`src/rgb_to_hsv_pixel_unit_assert.svh`:
```
// assertion macros for the rgb to hsv pixel unit
// used by the back end, no other dependencies
`ifndef RGB_TO_HSV_PIXEL_UNIT_ASSERT_SVH
`define RGB_TO_HSV_PIXEL_UNIT_ASSERT_SVH

`define RHP_ASSERT_IMPL(lbl, clk, rst, a, c) \
   lbl: assert property (@(posedge clk) disable iff (rst) (a) |-> (c)) \
      else $error("assertion failed");

`define RHP_ASSERT_NEXT(lbl, clk, rst, a, c) \
   lbl: assert property (@(posedge clk) disable iff (rst) (a) |=> (c)) \
      else $error("assertion failed");

`endif

```
`src/rhp_pkg.sv`:
```
// shared constants and types for the rgb to hsv pixel unit
// no dependencies
package rhp_pkg;
   localparam int LEVEL_BITS_DEF = 8;
   localparam int HUE_BITS = 16;
   localparam int SAT_BITS = 17;
   localparam int FRAC_BITS = 16;
   localparam int QUEUE_DEPTH = 2;
endpackage

```
`src/rhp_front.sv`:
```
// front end: takes a pixel, finds max, chroma and hue numerator
// depends on rhp_pkg
module rhp_front #(
   parameter int LEVEL_BITS = rhp_pkg::LEVEL_BITS_DEF
) (
   input  logic                    clock,
   input  logic                    reset,
   input  logic                    req_valid,
   output logic                    req_stall,
   input  logic [LEVEL_BITS-1:0]   req_red_level,
   input  logic [LEVEL_BITS-1:0]   req_green_level,
   input  logic [LEVEL_BITS-1:0]   req_blue_level,
   output logic                    cls_valid,
   input  logic                    cls_stall,
   output logic [LEVEL_BITS-1:0]   cls_value,
   output logic [LEVEL_BITS-1:0]   cls_chroma,
   output logic [LEVEL_BITS+2:0]   cls_num
);
   import rhp_pkg::*;
   localparam int NB = LEVEL_BITS + 3;
   logic                  valid_ff, valid_in;
   logic [LEVEL_BITS-1:0] value_ff, value_in, chroma_ff, chroma_in, mn;
   logic [NB-1:0]         num_ff, num_in, r, g, b, c;

   assign req_stall = valid_ff && cls_stall;

   always_comb begin
      r = NB'(req_red_level);
      g = NB'(req_green_level);
      b = NB'(req_blue_level);
      value_in = req_red_level;
      if (req_green_level > value_in) value_in = req_green_level;
      if (req_blue_level > value_in) value_in = req_blue_level;
      mn = req_red_level;
      if (req_green_level < mn) mn = req_green_level;
      if (req_blue_level < mn) mn = req_blue_level;
      chroma_in = value_in - mn;
      c = NB'(chroma_in);
      priority if (value_in == req_red_level) begin
         if (g >= b) num_in = g - b;
         else num_in = (c << 2) + (c << 1) - (b - g);
      end else if (value_in == req_green_level) begin
         num_in = (c << 1) + b - r;
      end else begin
         num_in = (c << 2) + r - g;
      end
      valid_in = valid_ff;
      if (!req_stall) valid_in = req_valid;
   end

   always_ff @(posedge clock) begin
      if (reset) valid_ff <= 1'b0;
      else valid_ff <= valid_in;
      if (!req_stall && req_valid) begin
         value_ff <= value_in;
         chroma_ff <= chroma_in;
         num_ff <= num_in;
      end
   end

   assign cls_valid = valid_ff;
   assign cls_value = value_ff;
   assign cls_chroma = chroma_ff;
   assign cls_num = num_ff;
endmodule

```
`src/rhp_queue.sv`:
```
// two-entry queue between front and back ends
// depends on rhp_pkg
module rhp_queue #(
   parameter int WIDTH = 8
) (
   input  logic             clock,
   input  logic             reset,
   input  logic             in_valid,
   output logic             in_stall,
   input  logic [WIDTH-1:0] in_data,
   output logic             out_valid,
   input  logic             out_stall,
   output logic [WIDTH-1:0] out_data
);
   import rhp_pkg::*;
   logic [WIDTH-1:0] mem_ff [QUEUE_DEPTH];
   logic             wp_ff, wp_in, rp_ff, rp_in;
   logic [1:0]       cnt_ff, cnt_in;
   logic             push, pop;

   assign in_stall = (cnt_ff == 2'(QUEUE_DEPTH));
   assign out_valid = (cnt_ff != 2'd0);
   assign out_data = mem_ff[rp_ff];
   assign push = in_valid && !in_stall;
   assign pop = out_valid && !out_stall;

   always_comb begin
      wp_in = wp_ff ^ push;
      rp_in = rp_ff ^ pop;
      cnt_in = cnt_ff + 2'(push) - 2'(pop);
   end

   always_ff @(posedge clock) begin
      if (reset) begin
         wp_ff <= 1'b0;
         rp_ff <= 1'b0;
         cnt_ff <= 2'd0;
      end else begin
         wp_ff <= wp_in;
         rp_ff <= rp_in;
         cnt_ff <= cnt_in;
      end
      if (push) mem_ff[wp_ff] <= in_data;
   end
endmodule

```
`src/rhp_back.sv`:
```
// back end: pipelined restoring dividers for saturation and hue
// depends on rhp_pkg and the assertion header
`include "rgb_to_hsv_pixel_unit_assert.svh"
module rhp_back #(
   parameter int LEVEL_BITS = rhp_pkg::LEVEL_BITS_DEF
) (
   input  logic                      clock,
   input  logic                      reset,
   input  logic                      in_valid,
   output logic                      in_stall,
   input  logic [LEVEL_BITS-1:0]     in_value,
   input  logic [LEVEL_BITS-1:0]     in_chroma,
   input  logic [LEVEL_BITS+2:0]     in_num,
   output logic                      rsp_valid,
   input  logic                      rsp_stall,
   output logic [rhp_pkg::HUE_BITS-1:0] rsp_hue_turn,
   output logic [rhp_pkg::SAT_BITS-1:0] rsp_saturation_q16,
   output logic [LEVEL_BITS-1:0]     rsp_value_level
);
   import rhp_pkg::*;
   localparam int STEPS = FRAC_BITS + 1;
   localparam int RW = LEVEL_BITS + 4;
   logic                  valid_ff [STEPS+1];
   logic [RW-1:0]         srem_ff [STEPS+1];
   logic [RW-1:0]         hrem_ff [STEPS+1];
   logic [SAT_BITS-1:0]   sq_ff [STEPS+1];
   logic [SAT_BITS-1:0]   hq_ff [STEPS+1];
   logic [LEVEL_BITS-1:0] val_ff [STEPS+1];
   logic [RW-1:0]         hden_ff [STEPS+1];
   logic                  advance;

   assign advance = !(valid_ff[STEPS] && rsp_stall);
   assign in_stall = !advance;

   always_ff @(posedge clock) begin
      if (reset) begin
         for (int i = 0; i <= STEPS; i++) valid_ff[i] <= 1'b0;
      end else if (advance) begin
         valid_ff[0] <= in_valid;
         for (int i = 1; i <= STEPS; i++) valid_ff[i] <= valid_ff[i-1];
      end
   end

   // stage 0 loads, stage i makes one quotient bit from msb down
   always_ff @(posedge clock) begin
      if (advance) begin
         srem_ff[0] <= RW'(in_chroma);
         hrem_ff[0] <= RW'(in_num);
         sq_ff[0] <= '0;
         hq_ff[0] <= '0;
         val_ff[0] <= in_value;
         hden_ff[0] <= (in_chroma == '0) ? '0 : RW'(in_chroma) * RW'(6);
         for (int i = 1; i <= STEPS; i++) begin
            logic [RW:0] st, ht;
            st = {srem_ff[i-1], 1'b0};
            ht = {hrem_ff[i-1], 1'b0};
            if (i == 1) begin
               st = {1'b0, srem_ff[i-1]};
               ht = {1'b0, hrem_ff[i-1]};
            end
            val_ff[i] <= val_ff[i-1];
            hden_ff[i] <= hden_ff[i-1];
            if (val_ff[i-1] != '0 && st >= (RW+1)'(val_ff[i-1])) begin
               srem_ff[i] <= RW'(st - (RW+1)'(val_ff[i-1]));
               sq_ff[i] <= {sq_ff[i-1][SAT_BITS-2:0], 1'b1};
            end else begin
               srem_ff[i] <= RW'(st);
               sq_ff[i] <= {sq_ff[i-1][SAT_BITS-2:0], 1'b0};
            end
            if (hden_ff[i-1] != '0 && ht >= (RW+1)'(hden_ff[i-1])) begin
               hrem_ff[i] <= RW'(ht - (RW+1)'(hden_ff[i-1]));
               hq_ff[i] <= {hq_ff[i-1][SAT_BITS-2:0], 1'b1};
            end else begin
               hrem_ff[i] <= RW'(ht);
               hq_ff[i] <= {hq_ff[i-1][SAT_BITS-2:0], 1'b0};
            end
         end
      end
   end

   assign rsp_valid = valid_ff[STEPS];
   assign rsp_saturation_q16 = (val_ff[STEPS] == '0) ? '0 : sq_ff[STEPS];
   assign rsp_hue_turn = (hden_ff[STEPS] == '0) ? '0 : hq_ff[STEPS][HUE_BITS-1:0];
   assign rsp_value_level = val_ff[STEPS];

   `RHP_ASSERT_IMPL(a_sat_le_one, clock, reset, rsp_valid,
      rsp_saturation_q16 <= SAT_BITS'(1 << FRAC_BITS))
   `RHP_ASSERT_IMPL(a_black_zero, clock, reset, rsp_valid && rsp_value_level == '0,
      rsp_saturation_q16 == '0 && rsp_hue_turn == '0)
   `RHP_ASSERT_NEXT(a_hold, clock, reset, rsp_valid && rsp_stall,
      rsp_valid && $stable(rsp_hue_turn) && $stable(rsp_saturation_q16))
endmodule

```
`src/rgb_to_hsv_pixel_unit.sv`:
```
// rgb to hsv pixel converter: one pixel per clock unless rsp_stall holds the pipeline
// (front register, two-entry queue, load stage and 17-stage divider pipeline), no reset pass.
// depends on rhp_pkg, rhp_front, rhp_queue, rhp_back
module rgb_to_hsv_pixel_unit #(
   parameter int LEVEL_BITS = rhp_pkg::LEVEL_BITS_DEF
) (
   input  logic                          clock,
   input  logic                          reset,
   input  logic                          req_valid,
   output logic                          req_stall,
   input  logic [LEVEL_BITS-1:0]         req_red_level,
   input  logic [LEVEL_BITS-1:0]         req_green_level,
   input  logic [LEVEL_BITS-1:0]         req_blue_level,
   output logic                          rsp_valid,
   input  logic                          rsp_stall,
   output logic [rhp_pkg::HUE_BITS-1:0]  rsp_hue_turn,
   output logic [rhp_pkg::SAT_BITS-1:0]  rsp_saturation_q16,
   output logic [LEVEL_BITS-1:0]         rsp_value_level
);
   import rhp_pkg::*;
   localparam int QW = 3 * LEVEL_BITS + 3;
   logic                  f_valid, f_stall, q_valid, q_stall;
   logic [LEVEL_BITS-1:0] f_value, f_chroma;
   logic [LEVEL_BITS+2:0] f_num;
   logic [QW-1:0]         q_data;

   rhp_front #(.LEVEL_BITS(LEVEL_BITS)) u_front (
      .clock, .reset, .req_valid, .req_stall, .req_red_level, .req_green_level,
      .req_blue_level, .cls_valid(f_valid), .cls_stall(f_stall),
      .cls_value(f_value), .cls_chroma(f_chroma), .cls_num(f_num));

   rhp_queue #(.WIDTH(QW)) u_queue (
      .clock, .reset, .in_valid(f_valid), .in_stall(f_stall),
      .in_data({f_value, f_chroma, f_num}), .out_valid(q_valid),
      .out_stall(q_stall), .out_data(q_data));

   rhp_back #(.LEVEL_BITS(LEVEL_BITS)) u_back (
      .clock, .reset, .in_valid(q_valid), .in_stall(q_stall),
      .in_value(q_data[QW-1 -: LEVEL_BITS]),
      .in_chroma(q_data[LEVEL_BITS+3 +: LEVEL_BITS]),
      .in_num(q_data[LEVEL_BITS+2:0]),
      .rsp_valid, .rsp_stall, .rsp_hue_turn, .rsp_saturation_q16, .rsp_value_level);
endmodule
```
`config.mk`:
```
export PLATFORM = sky130hd
export DESIGN_NAME = rgb_to_hsv_pixel_unit
export DESIGN_NICKNAME = d
export VERILOG_FILES = /design/src/rhp_pkg.sv /design/src/rhp_front.sv /design/src/rhp_queue.sv /design/src/rhp_back.sv /design/src/rgb_to_hsv_pixel_unit.sv
export VERILOG_INCLUDE_DIRS = /design/src /design/src/src
export SDC_FILE = /design/constraint.sdc
export NUM_CORES = 2
export LEC_CHECK = 0
export ABC_AREA = 1
export BUFFER_PORTS_ARGS = -buffer_cell sky130_fd_sc_hd__buf_2
export CAP_MARGIN = 20
export CELL_PAD_IN_SITES_DETAIL_PLACEMENT = 2
export CELL_PAD_IN_SITES_GLOBAL_PLACEMENT = 2
export CORE_UTILIZATION = 40
export CTS_CLUSTER_SIZE = 14
export DETAILED_ROUTE_END_ITERATION = 10
export GPL_TIMING_DRIVEN = 0
export PLACE_DENSITY = 0.77
export SLEW_MARGIN = 0
export SYNTH_ARGS = -nofsm -noshare
export SYNTH_HDL_FRONTEND = slang
export SYNTH_SLANG_ARGS = --single-unit
```
`constraint.sdc`:
```
create_clock -name clock -period 37.6 [get_ports clock]
set_input_delay 1.88 -clock clock [delete_from_list [all_inputs] [get_ports clock]]
set_output_delay 1.88 -clock clock [all_outputs]
set_load 0.1 [all_outputs]
```
==> impl_metrics.toml <==
[global_routing]
grt_pass1_vias = 43880
antenna_found_initial = 0
grt_pass1_wl_mm = 257.7
grt_max_degree = 58
track_usage_pct = 23.53
grt-ovfl-total = 0

[critical_path]
crit_required_ps = 38120
cpPeakStageDelay_ps = 900
crit_fanout = 10
critPathCapture = "u_front.cls_num[10]"
worst_path_max_delay_cell = "xnor2_1"
worstSetupPathType = "in2reg"
startpoint = "req_red_level[7]"
r2r_start = "u_back.valid_ff[0][17]"
critPathLaunchType = "input pin"
rr_endpoint = "u_back.sq_ff[4][3]"
worst_setup_path_end_kind = "flop"
r2r_cells = 10
cp.arrival_ps = 10250
rrSetupSlack_ps = 33230

[layout]
final_common_cell = "edfxtp_1"
stdcell_area_um2 = 63330
antenna_cells = 0
final_cell_mix = "edfxtp_1, nand2_1, inv_1"
drive_gt1_share_pct = 6.201
nets = 5710
area_delta_synth_final_pct = 13.23

[timing]
fin_crit_sh_pct = 25.87
rsz0062_at_grt = "no"
skew_ps = 27.48
fin_ws_ps = 27870
drv_slew = 0
setup_violations = 0
relSlewSlack_pct = 25.11
tightestPinTransition_ps = 1115
hold_violations = 0
max_freq_mhz = 102.8
period_needed_ps = 9728
fin_tns_setup_ps = 0

[floorplanning]
io_pins = 71
initial_utilization_pct = 40.48
placementRows = 136
dieArea_um2 = 141300
core_um2 = 138200
die-height_um = 375.9
die_w_um = 375.9

[synth]
yosys_most_used_dff = "edfxtp_1"
avgSynthCellArea_um2 = 11.21
netlist_area_um2 = 55930
synth_enable_flop_cells = 1097
ys_seq_area_share_pct = 59.18
synth_seq_cells = 1105
synth_nets = 5478
yosysWarningCount = 0
async_reset_ff_share_pct = 0
synthCells = 4991
synth.distinct_cells = 62

[routing]
first_pass_iters = 5
drc = 0
vias_per_cell = 5.319
totalWireLength_mm = 165.4
first_iter_violations = 1950
avgRoutedWirePerCell_um = 23.02
ant_nets = 0
vias = 38220

[hold_path]
hp-start = "u_back.sq_ff[8][10]"
worstHoldPathType = "reg2reg"

[clock_network]
cts_hold_buf = 0
clk_path_buf_depth = 3
cts_root_buf = "clkbuf_16"
clkTransAtPathRegs_ps = 60
htreeDepth = 4
post_cts_resized = 0
clk-insertion-delay-late_ps = 780
cts_setup_buffers = 0
cts_tree = "yes"
tritoncts.num_buffers = 130
cts_sinks = 1105

[placed_design]
place_ws_ps = 27020
gp_congestion = 0.8285
port_buffers = 70
place_hpwl_mm = 120.7
post_dp_cell_area_um2 = 59250

[run_status]
status = "finished, final reports clean"

[job]
maxCapViolations = 0
## per-stage QoR
stage | hold WS (ps) | util [%] | instances
after floorplan | 400.3 | - | 4991
after global placement | 400.6 | 42.42 | 6924
after detailed placement | 405.5 | 42.88 | 6953
after CTS | 412.9 | 45.82 | 7184
after global routing | 420.6 | 45.84 | 7185
final | 409.9 | 45.84 | 7185
## cell usage after synthesis (7+ instances only)
| master | count | share of area, % |
|---|---|---|
| nor2_1 | 335 | 2.2 |
| a211o_1 | 7 | 0.11 |
| a21oi_1 | 270 | 2.4 |
| nand4_1 | 84 | 0.94 |
| inv_1 | 710 | 4.8 |
| ha_1 | 405 | 9.1 |
| clkbuf_1 | 53 | 0.36 |
| nand3_1 | 163 | 1.5 |
| o41ai_1 | 25 | 0.39 |
| a221oi_1 | 10 | 0.16 |
| and2_1 | 8 | 0.089 |
| o21bai_1 | 21 | 0.28 |
| nor3_1 | 22 | 0.20 |
| edfxtp_1 | 1097 | 59 |
| nand2_2 | 7 | 0.078 |
| clkinv_1 | 23 | 0.15 |
| o22ai_1 | 15 | 0.17 |
| dfxtp_1 | 8 | 0.29 |
| nand2_1 | 823 | 5.5 |
| or2_2 | 11 | 0.12 |
| o21ai_0 | 358 | 3.2 |
| fa_1 | 54 | 1.9 |
| xor2_1 | 196 | 3.1 |
| o31ai_1 | 14 | 0.19 |
| xnor2_1 | 123 | 1.9 |
| a211oi_1 | 10 | 0.13 |
| nor4_1 | 52 | 0.58 |
## layer usage
layer  track usage [%]  up-vias  wire (um)
met5                 0        -          0
li1                  -    17750          -
met4             8.063        0       5021
met3             3.039      284       4276
met2             45.74      606      91480
met1             25.93    19580      64620
## worst min-delay path by stage
stage	endpoint	slack [ps]	cells past startpoint
global route	u_back.hq_ff[8][29]	420	0
CTS	u_back.sq_ff[8][29]	410	0
global placement	u_back.sq_ff[4][2]	400	0
finish	u_back.sq_ff[8][28]	410	0
floorplan	u_back.hq_ff[1][18]	400	0
detailed placement	u_back.hq_ff[5][23]	410	0
## flip-flops by register name, summed over array words and instances, names as in the netlist
| name | cells |
|---|---|
| u_queue.rp_ff | 1 |
| u_front.cls_value | 8 |
| u_back.hq_ff | 136 |
| u_front.cls_valid | 1 |
| u_back.hden_ff | 180 |
| u_back.val_ff | 144 |
| u_queue.cnt_ff | 2 |
| u_front.cls_chroma | 8 |
| u_back.valid_ff | 18 |
| u_back.srem_ff | 200 |
| u_back.sq_ff | 153 |
| u_back.hrem_ff | 188 |
| u_front.cls_num | 11 |
| u_queue.mem_ff | 54 |
| u_queue.wp_ff | 1 |
## critical path, delay by kind of cell
kind	cells	cell delay, ps
adders and majority gates	6	2230
xor gates and xnor gates	2	1050
buffers and inverters	8	1410
AOI/OAI and AO/OA	8	1190
and+or+nand+nor	16	2460
## cell families (layout without fill, tap and decap cells)
group | after synthesis | in the layout | synth area share, %
buffers and inverters | 799 | 1130 | 5.427
and+or+nand+nor | 1529 | 1529 | 11.62
xor gates and xnor gates | 319 | 319 | 4.995
DFF | 1105 | 1105 | 59.18
muxes | 2 | 2 | 0.03579
adders and majority gates | 459 | 459 | 10.99
AOI/OAI and AO/OA | 778 | 778 | 7.744
## area by class of cell
| cell class | instances | area [um^2] |
|---|---|---|
| plain buffers | 63 | 274.0 |
| clock buffers | 155 | 3388 |
| clock inverters | 76 | 668.1 |
| fillers | 14000 | 74840 |
| inverters | 736 | 2763 |
| multi-input cells | 3087 | 19800 |
| flip-flops and latches | 1105 | 33100 |
| well taps | 1863 | 2331 |
| repair buffers | 100 | 1003 |
Power is left out: the tool's default activity adds up to more than one toggle a clock period on the data nets, which glitch-free logic cannot reach.
